`config.mk`:
```
export PLATFORM = sky130hd
export DESIGN_NAME = tccw_ctrl
export DESIGN_NICKNAME = d
export VERILOG_FILES = /design/src/design/tccw_pkg.sv /design/src/design/tccw_ctrl.sv
export SDC_FILE = /design/constraint.sdc
export NUM_CORES = 1
export LEC_CHECK = 0
export BUFFER_PORTS_ARGS = -buffer_cell sky130_fd_sc_hd__buf_2
export CAP_MARGIN = 20
export CORE_AREA = 3 3 40 42
export DETAILED_ROUTE_END_ITERATION = 6
export DIE_AREA = 0 0 43 45
export PLACE_DENSITY = 0.4
export SYNTH_ARGS = -nofsm -noshare
export SYNTH_HDL_FRONTEND = slang
export SYNTH_SLANG_ARGS = --single-unit
```
`constraint.sdc`:
```
create_clock -name clk -period 1.6 [get_ports clk]
set_input_delay 0.08 -clock clk [delete_from_list [all_inputs] [get_ports clk]]
set_output_delay 0.08 -clock clk [all_outputs]
set_load 0.02 [all_outputs]
```
`src/design/tccw_pkg.sv`:
```
// ----------------------------------------------------------------------------
// Text console character writer package
// Shared types, codes and stream field layout for the console block.
// ----------------------------------------------------------------------------
`default_nettype none

package tccw_pkg;

    // stream widths (fields packed from bit 0 up, padded to whole bytes)
    localparam int S_TDATA_W = 24;
    localparam int M_TDATA_W = 32;
    localparam int CELL_W    = 16;

    // item kinds carried on s_tuser
    localparam logic CMD_PUT  = 1'b0;
    localparam logic CMD_READ = 1'b1;

    // character codes and the attribute used by the clearing pass
    localparam logic [7:0] BLANK_CHAR   = 8'h20;
    localparam logic [7:0] NEWLINE_CODE = 8'h0A;
    localparam logic [7:0] RETURN_CODE  = 8'h0D;
    localparam logic [7:0] RESET_COLOR  = 8'h07;

    typedef enum logic [2:0] {
        ST_CLEAR,
        ST_CLEAR_END,
        ST_IDLE,
        ST_EXEC,
        ST_RD_WAIT,
        ST_SCROLL,
        ST_SCROLL_END,
        ST_DONE
    } ctrl_state_t;

    // controller to datapath
    typedef struct packed {
        logic load_item;
        logic exec_put;
        logic issue_read;
        logic sweep_step;
        logic sweep_clear;
        logic load_out;
    } dp_cmd_t;

    // datapath to controller
    typedef struct packed {
        logic is_read;
        logic need_scroll;
        logic sweep_last;
    } dp_stat_t;

endpackage

`default_nettype wire

```
`src/design/tccw_ctrl.sv`:
```
// ----------------------------------------------------------------------------
// Text console controller
// Sequences clearing, put, read and scroll sweeps; owns the stream handshakes.
// ----------------------------------------------------------------------------
`default_nettype none

module tccw_ctrl (
    input  wire logic              clk,
    input  wire logic              rst_n,
    input  wire logic              s_tvalid,
    output logic                   s_tready,
    output logic                   m_tvalid,
    input  wire logic              m_tready,
    input  wire tccw_pkg::dp_stat_t stat,
    output tccw_pkg::dp_cmd_t      cmd
);

    import tccw_pkg::*;

    ctrl_state_t state_reg;
    ctrl_state_t state_next;
    logic        out_valid_reg;
    logic        out_valid_next;

    always_ff @(posedge clk or negedge rst_n)
    begin
        if (!rst_n)
        begin
            state_reg     <= ST_CLEAR;
            out_valid_reg <= 1'b0;
        end
        else
        begin
            state_reg     <= state_next;
            out_valid_reg <= out_valid_next;
        end
    end

    always_comb
    begin
        state_next = state_reg;
        cmd        = '0;
        s_tready   = 1'b0;
        unique case (state_reg)
            ST_CLEAR:
            begin
                cmd.sweep_step  = 1'b1;
                cmd.sweep_clear = 1'b1;
                if (stat.sweep_last)
                begin
                    state_next = ST_CLEAR_END;
                end
            end
            ST_CLEAR_END:
            begin
                state_next = ST_IDLE;
            end
            ST_IDLE:
            begin
                s_tready = 1'b1;
                if (s_tvalid)
                begin
                    cmd.load_item = 1'b1;
                    state_next    = ST_EXEC;
                end
            end
            ST_EXEC:
            begin
                if (stat.is_read)
                begin
                    cmd.issue_read = 1'b1;
                    state_next     = ST_RD_WAIT;
                end
                else
                begin
                    cmd.exec_put = 1'b1;
                    state_next   = stat.need_scroll ? ST_SCROLL : ST_DONE;
                end
            end
            ST_RD_WAIT:
            begin
                state_next = ST_DONE;
            end
            ST_SCROLL:
            begin
                cmd.sweep_step = 1'b1;
                if (stat.sweep_last)
                begin
                    state_next = ST_SCROLL_END;
                end
            end
            ST_SCROLL_END:
            begin
                state_next = ST_DONE;
            end
            ST_DONE:
            begin
                // hold the result until the output register is free
                if (!out_valid_reg || m_tready)
                begin
                    cmd.load_out = 1'b1;
                    state_next   = ST_IDLE;
                end
            end
            default:
            begin
                state_next = ST_IDLE;
            end
        endcase
    end

    always_comb
    begin
        if (cmd.load_out)
        begin
            out_valid_next = 1'b1;
        end
        else if (m_tready)
        begin
            out_valid_next = 1'b0;
        end
        else
        begin
            out_valid_next = out_valid_reg;
        end
    end

    assign m_tvalid = out_valid_reg;

endmodule

`default_nettype wire

```
; Yosys cells after proc, flatten, opt, wreduce, memory -nomap -nowiden
; Index checks and enable logic that the tools add are counted.
[totals]
output_inout_bits = 8
word_cells = 39
in_bits = 7
register_bits = 4
[classes]
eq_ne = 11
muxes = 19
n_reduce_logical = 7
[ops]
columns = op, count
row1 = $pmux W3 S7, 1
row2 = $eq A3 B3 Y1 const B, 4
row3 = $mux W3, 4
row4 = $mux W1, 11
row5 = $ne A2 B2 Y1 const B, 4
row6 = $eq A3 B2 Y1 const B, 2
row7 = $mux W2, 3
row8 = $reduce_and A4 Y1, 1
row9 = $reduce_or A2 Y1, 2
row10 = $eq A3 B1 Y1 const B, 1
row11 = $logic_not A3 Y1, 1
row12 = $reduce_bool A2 Y1, 1
row13 = $logic_not A1 Y1, 1
row14 = $logic_or A1 B1 Y1, 1

; Longest topological paths before layout
; Gate-level depths: netlist of the first run.
[depth]
word_depth = 5
depth_mapped = 4
ltp_nobuf = 3

; Worst setup path after synthesis of the first run
; OpenSTA, ideal clock, no wires.
[synth_timing]
path_type = register to register
from = register state_reg[0]
to = register state_reg[1]
setup_ps = 161
path_slack_ps = 306
arrival_ps = 1133
stages_incl_launch_ff = 4
synth_period_minus_slack_ps = 1294
t_required_ps = 1439
path_buffers = 1
cell_sequence = dfrtp_1 -> buf_2 -> nor3_1 -> a211oi_1
[synth_between]
elab_chain_len = 3
word_cells_on_any_way = 15
classes_between = 11 x eq/ne / 1 x mux / 3 x reduce/logical
[synth_lines]
columns = element, line
row1 = from (decl), tccw_ctrl.sv:20  ; ctrl_state_t state_reg;
row2 = from (signal assigned), tccw_ctrl.sv:34  ; state_reg <= state_next;
row3 = "$eq A3 B3 Y1, or another cell as far along", tccw_ctrl.sv:44  ; unique case (state_reg)
row4 = $reduce_or A2 Y1 (no source line) / $ne A2 B2 Y1 (equally long branches), n/a
row5 = $pmux W3 S7 / $reduce_and A4 Y1 (equally long branches), n/a
; Several ways; a longest one is shown, not always the timed one.
; A chain may end at the register's enable or synchronous reset.

==> impl_results.md, run 1 <==
- Fin Setup TNS: 0 ns
- Status: complete, no violations
- All-Layer GR Usage: under 10%
- Core area: roughly 0.0013 mm2
- Fin cells: 61
- Worst hold path type: input port to flop
- Peak Freq: 668 MHz
- Seq/Total Area, Yosys: 36.4%
- Initial Util: 21.4%
- Initial antenna violation count: 0
- Comb pwr share: 50.0%
- Die width: around 43 um
- GP Congestion: 0.692
- WL per Instance: 9.52 um
- End of the worst hold path: state_reg[0]
- CTS sink cnt: 4
- HPWL after DPL: 453 um
- P_sw: 0.321 mW
- Worst r2r path cells: 2
- Max Root-Sink Buffers: 2
- Ys Warns: 0
- Min-delay src: stat[0]
- Reg2reg setup slack: between 0.3 and 0.4 ns
- Detailed Routing Iterations Pass 1: 2
- R2r endpoint: state_reg[0]
- Largest register FFs: 3
- Growth of design area from synthesis to finish: 33.6%
- Critical Path End Type: output port
- Global-route wire length before repair: 938 um
- Clock root buffer: clkbuf_4
- Int Power: 0.400 mW
- Site Rows: 13
- Gate Count Post-Synth: 32
- Setup crit start kind: flop
- CTS tree: done
- DRC viols: 0
- Synthesized area per cell: 8.60 um2
- Clock Pin Slew Worst Setup and Hold Paths: 0.04 ns
- PwrDens: 1960 mW/mm2
- Vias post-DR: 266
- Starting DRT DRC Count: 2
- Clk pwr share: approximately 17%
- Crit Path Class: flop to output port
- Worst hold path depth: 2
- Endpoints failing setup: 0
- Vias in the first global route: 235
- R2R Path Start: state_reg[0]
- Vias/cell: 4.36
- Final hold vios: 0
- Final min period: 1.50 ns
- Max-slew violations: 0
- CTS H-Tree Depth: 1
- Post_cts resized: 0
- Slew @ Worst Pin: 0.340 ns
- Die Area: 0.00194 mm2
- Fraction of layout cells with a size suffix above 1: 37.0%
- CTS buffer count: 3
- Skew-Pair Late Insertion Delay: 0.23 ns
- Seq pwr share: between 30% and 40%
- Commonest non-fill, non-tap cell in the layout: buf_2
- Power Total: 0.721 mW
- Pin count of the biggest net entering global routing: 14
- Tcrit/Tclk final: 93.6%
- Leak Pwr: about 0.19 nW
- Syn nets: 39
- Max-cap check violation count: 0
- Clock Skew: 0.000785 ns
- Post-CTS Setup Bufs: 0
- Most frequent cells in the layout: buf_2 (14), nor2_1 (4), dfrtp_1 (4), nand2_1 (3), clkbuf_4 (3)
- Post-route ant nets: 0
- DP Cell Count: 57
- Maximum VDD drop: ~0.00063 V
- RSZ-0062 raised after global routing: no
- Worst Path Required: 1.52 ns
- Ports: 15
- Synth Register Bits: 4
- Crit Path Max Fanout: 9
- Overflow after GRT: 0
- Post-Route WL: 581 um
- Sw Share: 44.5%
- Synth cell types: 22
- WP data arrival: 1.42 ns
- Fin nets: 55
- I/O Buffers: 14
- Antenna diodes: 0
- Slew HR: 77.3%
- Die Height: 45 um
- Mapped cell area: 275 um2
==> Yosys cell counts (all sizes together) <==
master  number  share of area (%)
nand2b       1                2.3
and3         1                2.3
nor3         1                1.8
and2b        2                5.5
and2         1                2.3
a211oi       1                2.7
dfrtp        4                 36
a21oi        1                1.8
o21a         1                2.7
o22ai        1                2.3
o311a        1                3.6
buf          4                 10
nor2         4                5.5
o21ai        1                1.8
nor2b        1                2.3
a221o        1                3.6
xor2         1                3.2
nand2        3                4.1
nor4bb       1                3.6
nand3        1                1.8
==> power by group through the flow <==
stage	combinational, mW	sequential [mW]	clock (mW)
3_5_place_dp	0.362	0.242	0
6_report	0.360	0.240	0.121
4_1_cts	0.366	0.241	0.127
2_1_floorplan	0.370	0.187	0
5_1_grt	0.402	0.256	0.135
3_3_place_gp	0.366	0.243	0
==> timing repair <==
item | in CTS | in global routing
setup endpoints to repair | 0 | 0
hold buffers | 1 | 0
hold endpoints to repair | 4 | 0
==> per-layer routing <==
metal	share of wire, %	up-vias	track usage, %
met5	0	-	0
met4	4.1	0	10.8
met3	9.3	2	2.79
met2	40	13	9.28
met1	46	112	7.56
li1	-	139	-
==> layout make-up <==
cell class                 instances  area, um2
clock buffer                       3       22.5
multi-input combinational         24        146
sequential                         4        100
fill                             146        917
timing repair buffer              15       80.1
tap                               15       18.8
==> cells by family after synthesis <==
kind of cell	count (synthesis)	synth area share, %
compound gates	7	18.6
xor+xnor	1	3.18
buf+inv	4	10.5
flops	4	36.4
simple gates	16	31.4
==> critical path: stages (launching register included) <==
cell and delay (ns):
dfrtp_1 0.48, and2b_1 0.25, and2b_1 0.16, and2_1 0.15
buf_2 0.15
==> worst max-delay path by stage <==
stage                      start           end  slack [ns]  cells after the start
floorplan           state_reg[0]  state_reg[1]        0.31                      3
global placement    state_reg[2]        cmd[5]        0.34                      4
detailed placement  state_reg[2]        cmd[5]        0.35                      4
CTS                 state_reg[2]        cmd[5]        0.09                      4
global route        state_reg[2]        cmd[5]       0.006                      4
finish              state_reg[2]        cmd[5]        0.10                      4
==> metrics by stage <==
stage | setup WS (ns) | cell area, um2 | util (%) | hold slack, ns
after floorplan | 0.306 | 275 | - | -0.216
after CTS | 0.0905 | 368 | 28.6 | 0.119
after detailed placement | 0.347 | 335 | 26.1 | -0.111
after global placement | 0.343 | 335 | 26.1 | -0.104
after global routing | 0.00552 | 368 | 28.6 | 0.125
final | 0.102 | 368 | 28.6 | 0.126
(Power assumes the default switching activity.)
==> run 2, diff against run 1 <==
clock period = 1.5 ns   (was 1.6 ns; I/O delays follow)
==> run 2 against run 1 <==
Effect of this change:
- worst hold slack got worse by 0.0097 ns
- register-to-register slack got worse by 0.17 ns
- final cell count grew 4.9%
- largest power group unchanged
==> impl_results.md, run 2 (synthesized netlist as in run 1, its figures left out) <==
- Status: complete, no violations
- Critical Path End Type: output port
- PwrDens: 2130 mW/mm2 (+8.8%)
- GP Congestion: 0.693 (+0.26%)
- Commonest non-fill, non-tap cell in the layout: buf_2
- Global-route wire length before repair: 1120 um (+19%)
- Die width: 43 um (unchanged)
- Clk pwr share: 16.0% (-0.8 points)
- CP max stage delay: 0.40 ns (-0.08 ns)
- Worst hold path type: input port to flop
- Crit-path cells: and2b_2 > and2b_1 > and2_1 > buf_2
- Dpl ws: 0.246 ns (-0.101 ns)
- Largest register FFs: 3 (unchanged)
- Fin Setup TNS: 0 ns (unchanged)
- Vias in the first global route: 270 (+15%)
- Int Power: 0.467 mW (+17%)
- Clock root buffer: clkbuf_4
- Critical path's top delay family: simple AND/OR/NAND/NOR gates
- Starting DRT DRC Count: 1 (-1)
- Max-cap check violation count: 0 (unchanged)
- RSZ-0062 raised after global routing: no
- Detailed Routing Iterations Pass 1: 2 (unchanged)
- P_sw: 0.365 mW (+14%)
- R2R Path Start: state_reg[2]
- DP Cell Count: 58 (+1.8%)
- DRC viols: 0 (unchanged)
- Fin cells: 64 (+4.9%)
- CTS buffer count: 3 (unchanged)
- CTS H-Tree Depth: 1 (unchanged)
- Slew HR: 75.4% (-1.9 points)
- Worst Path Required: 1.42 ns (-0.10 ns)
- CP bufs+invs: 1 (unchanged)
- CTS tree: done
- Most frequent cells in the layout: buf_2 (14), nor2_1 (4), nand2_1 (3), clkbuf_4 (3), dfrtp_1 (3)
- Site Rows: 13 (unchanged)
- WL per Instance: 10.5 um (+10%)
- I/O Buffers: 14 (unchanged)
- Clock Skew: 0.00218 ns (+0.00140 ns)
- Initial Util: 21.4% (unchanged)
- Max Root-Sink Buffers: 2 (unchanged)
- Overflow after GRT: 0 (unchanged)
- Vias/cell: 4.38 (+0.33%)
- WP data arrival: 1.33 ns (-0.09 ns)
- Final min period: 1.41 ns
- Power Total: 0.832 mW (+15%)
- Setup crit start kind: flop
- Maximum VDD drop: 0.000785 V (+25%)
- Peak Freq: 711 MHz
- Seq pwr share: 28.6% (-4.7 points)
- Final hold vios: 0 (unchanged)
- Endpoints failing setup: 0 (unchanged)
- Die Area: 0.00194 mm2 (unchanged)
- Setup WS post-layout: 0.0930 ns (-0.00931 ns)
- Fin nets: 58 (+5.5%)
- Fraction of layout cells with a size suffix above 1: 44.9% (+7.9 points)
- Growth of design area from synthesis to finish: 41.8%
- Max-slew violations: 0 (unchanged)
- Leak Pwr: 0.204 nW (+6.3%)
- Initial antenna violation count: 0 (unchanged)
- Ports: 15 (unchanged)
- Crit Path Class: flop to output port
- Comb pwr share: 55.5% (+5.5 points)
- Core area: 0.00128 mm2 (unchanged)
- CTS sink cnt: 4 (unchanged)
- Slowest cell on crit path: dfrtp_2
- Die Height: 45 um (unchanged)
- Post-Route WL: 673 um (+16%)
- Crit Path Max Fanout: 6 (-3)
- Tcrit/Tclk final: 93.8%
- Pin count of the biggest net entering global routing: 14 (unchanged)
- Sw Share: 43.8% (-0.66 points)
- Min-delay src: stat[0]
- All-Layer GR Usage: 7.76% (+0.49 points)
- Post-route ant nets: 0 (unchanged)
- Antenna diodes: 0 (unchanged)
- Slew @ Worst Pin: 0.368 ns (+0.0278 ns)
- Skew-Pair Late Insertion Delay: 0.23 ns (about the same)
- Vias post-DR: 280 (+5.3%)
- Clock Pin Slew Worst Setup and Hold Paths: 0.04 ns (about the same)
- Worst setup path startpoint: state_reg[2]
- HPWL after DPL: 494 um (+9.0%)
run 2: cell types whose count changed in the layout (fill, tap and decap cells not counted):
cell and delta:
buf_4 +2, and2b_1 -1, and2b_2 +1, clkbuf_2 +1, dfrtp_1 -1, dfrtp_2 +1
run 2: worst paths after layout:
path | to | slack (ns) | cells past startpoint
max reg2reg | state_reg[0] | 0.20 | 3
min in group asynchronous | m_tvalid | 0.18 | 2
min reg2reg | m_tvalid | 0.52 | 2
max | cmd[5] | 0.09 | 4
min | state_reg[0] | 0.12 | 2
max in group asynchronous | state_reg[2] | 1.19 | 2
run 2: metal layers:
metal  part of all wire (%)  global-route usage [%]  vias up
li1                       -                       -      145
met1                     47                    9.71      124
met2                     45                    11.1       11
met3                    7.6                    1.59        0
met4                      0                    7.23        0
met5                      0                       0        -
run 2: per-stage QoR:
stage	hold WS (ns)	cell area (um2)	util [%]
5_1_grt	0.141	390	30.4
2_1_floorplan	-0.221	275	-
6_report	0.117	390	30.4
3_3_place_gp	-0.113	343	26.7
4_1_cts	0.109	377	29.3
3_5_place_dp	-0.110	343	26.7
run 2: power groups by stage:
stage          Combinational, mW  Clock (mW)  Sequential, mW
2_1_floorplan              0.395           0           0.200
3_3_place_gp               0.415           0           0.244
3_5_place_dp               0.420           0           0.243
4_1_cts                    0.421       0.140           0.248
5_1_grt                    0.514       0.148           0.248
6_report                   0.462       0.133           0.238
run 2: area by class of cell:
type | count | area (um2)
fillers | 146 | 895
flip-flops and latches | 4 | 101
well taps | 15 | 18.8
clock buffers | 3 | 22.5
multi-input cells | 24 | 148
repair buffers | 18 | 100
run 2: what timing repair did:
| item | CTS | global route |
|---|---|---|
| resized for setup | 1 | 1 |
| setup endpoints to repair | 1 | 1 |
| setup buffers | 0 | 2 |
| endpoints found under the hold margin | 4 | 0 |
| hold buffers | 1 | 0 |
==> run 3, diff against run 2 <==
CORE_AREA = 2 2 39 41   (was 3 3 40 42)
DIE_AREA = 0 0 41 43   (was 0 0 43 45)
==> run 3 against run 2 <==
Effect of this change:
- setup slack lost 0.0010 ns
- flip-flop and latch count unchanged
- wire length decreased by 7.6%
- critical path depth is the same
- first-iteration DRC count rose to 5.0 times the previous value
- critical endpoint unchanged
- largest cell class unchanged
- largest power group unchanged
==> impl_results.md, run 3 (synthesized netlist as in run 1, its figures left out) <==
- Crit-path cells: and2b_2 > and2b_1 > and2_1 > buf_2
- Skew-Pair Late Insertion Delay: 0.23 ns (about the same)
- Placed Instance Area: 344 um2 (+0.36%)
- Clk pwr share: 14.7% (-1.3 points)
- Commonest non-fill, non-tap cell in the layout: buf_2
- Site Rows: 14 (+1)
- Die Area: 0.00176 mm2 (-8.9%)
- Most frequent cells in the layout: buf_2 (14), buf_4 (5), nor2_1 (4), nand2_1 (3), clkbuf_4 (3)
- Fin Hold WS: 0.126 ns (+0.00925 ns)
- Clock Skew: 0.00234 ns (+0.000159 ns)
- Post-Route WL: 622 um (-7.6%)
- Max-cap check violation count: 0 (unchanged)
- R2R Path Start: state_reg[2]
- Maximum VDD drop: 0.000635 V (-19%)
- Tcrit/Tclk final: 93.9% (about the same)
- Growth of design area from synthesis to finish: 49.1%
- Slew HR: 84.6% (+9.2 points)
- Fin cells: 67 (+4.7%)
- Max Root-Sink Buffers: 2 (unchanged)
- DRC viols: 0 (unchanged)
- Comb pwr share: 57.8% (+2.3 points)
- Antenna diodes: 0 (unchanged)
- Sw Share: 41.7% (-2.1 points)
- Endpoints failing setup: 0 (unchanged)
- Global-route wire length before repair: 1040 um (-7.3%)
- Core area: 0.00138 mm2 (+7.7%)
- CP max stage delay: 0.39 ns (about the same)
- P_sw: 0.364 mW (-0.19%)
- R2r endpoint: state_reg[0]
- Starting DRT DRC Count: 5 (+4)
- Fin Setup TNS: 0 ns (unchanged)
- Final hold vios: 0 (unchanged)
- Clock Pin Slew Worst Setup and Hold Paths: 0.04 ns (about the same)
- Crit Path Max Fanout: 6 (unchanged)
- Post-route ant nets: 0 (unchanged)
- DP Cell Count: 59 (+1.7%)
- PwrDens: 2120 mW/mm2 (-0.35%)
- Status: complete, no violations
- Slowest cell on crit path: dfrtp_2
- Min-delay src: stat[0]
- Fin nets: 60 (+3.4%)
- GP Congestion: 0.650 (-6.3%)
- Worst hold path depth: 2 (unchanged)
- Critical Path End Type: output port
- WL per Instance: 9.28 um (-12%)
- Final min period: 1.41 ns (+0.00102 ns)
- Worst r2r path cells: 3 (unchanged)
- HPWL after DPL: 452 um (-8.6%)
- Int Power: 0.508 mW (+8.6%)
- End of the worst hold path: state_reg[0]
- Seq pwr share: 27.5% (-1.1 points)
- Initial Util: 19.9% (-1.5 points)
- Reg2reg setup slack: 0.21 ns (about the same)
- Vias post-DR: 281 (+0.36%)
- Vias/cell: 4.19 (-4.1%)
- Worst hold path type: input port to flop
- CTS sink cnt: 4 (unchanged)
- WP data arrival: 1.33 ns (about the same)
- Die Height: 43 um (-4.4%)
- Crit Path Class: flop to output port
- Detailed Routing Iterations Pass 1: 2 (unchanged)
- Largest register FFs: 3 (unchanged)
- Fraction of layout cells with a size suffix above 1: 49.0% (+4.1 points)
- Worst Path Required: 1.42 ns (about the same)
- CTS buffer count: 3 (unchanged)
- Peak Freq: 710 MHz (about the same)
- Setup crit start kind: flop
- Leak Pwr: 0.213 nW (+4.4%)
- Pin count of the biggest net entering global routing: 14 (unchanged)
- Die width: 41 um (-4.7%)
- Overflow after GRT: 0 (unchanged)
- CTS H-Tree Depth: 1 (unchanged)
- Max-slew violations: 0 (unchanged)
- Slew @ Worst Pin: 0.227 ns (-0.141 ns)
- Clock root buffer: clkbuf_4
- RSZ-0062 raised after global routing: no
- I/O Buffers: 14 (unchanged)
- Post-layout instance area: 410 um2 (+5.1%)
- Ports: 15 (unchanged)
- CTS tree: done
- Initial antenna violation count: 0 (unchanged)
- All-Layer GR Usage: 9.47% (+1.7 points)
- Vias in the first global route: 230 (-15%)
run 3: cell types whose count changed in the layout (fill, tap and decap cells not counted), sizes merged:
cell / delta
buf: +3
clkbuf: -1
run 3: timing repair:
item / CTS / global route
resized for setup: 1 / 2
pin swaps: 0 / 0
gates cloned: 0 / 0
setup buffers: 0 / 4
endpoints found under the hold margin: 4 / 0
hold buffers: 1 / 0
endpoints found under the setup margin: 1 / 2
run 3: metrics by stage:
stage	power (mW)	setup WS, ns	util (%)
global placement	0.667	0.204	24.9
CTS	0.803	0.0497	27.3
finish	0.871	0.0919	29.7
detailed placement	0.662	0.233	24.9
global route	0.964	0.0259	29.7
floorplan	0.595	0.206	-
run 3: worst max-delay path: cells and delay by family (launching register included):
kind          cells  cell delay, ns
simple gates      3            0.55
flops             1            0.39
buf+inv           1            0.15
run 3: final cells by class:
type	instances	area [um2]
clock buffer	3	22.5
fill	148	973
multi-input combinational	24	148
sequential	4	103
tap	16	20.0
timing repair buffer	20	118
run 3: worst max-delay path by stage:
stage	from	to	slack (ns)	depth (start not counted)
floorplan	state_reg[0]	state_reg[1]	0.21	3
global placement	state_reg[2]	cmd[5]	0.20	4
detailed placement	state_reg[2]	cmd[5]	0.23	4
CTS	state_reg[2]	cmd[5]	0.05	4
global route	state_reg[2]	cmd[5]	0.03	4
finish	state_reg[2]	cmd[5]	0.09	4
run 3: routing by layer:
metal  wire (um)  global-route usage, %  up-vias
met4          14                   12.0        0
li1            -                      -      148
met1         283                   12.3      119
met2         276                   10.0       12
met3          47                   3.14        2
met5           0                      0        -
run 3: power groups by stage:
| stage | Clock (mW) | Combinational [mW] | Sequential (mW) |
|---|---|---|---|
| after floorplan | 0 | 0.395 | 0.200 |
| after global placement | 0 | 0.418 | 0.249 |
| after detailed placement | 0 | 0.414 | 0.248 |
| after CTS | 0.134 | 0.419 | 0.250 |
| after global routing | 0.147 | 0.562 | 0.255 |
| final | 0.128 | 0.504 | 0.240 |
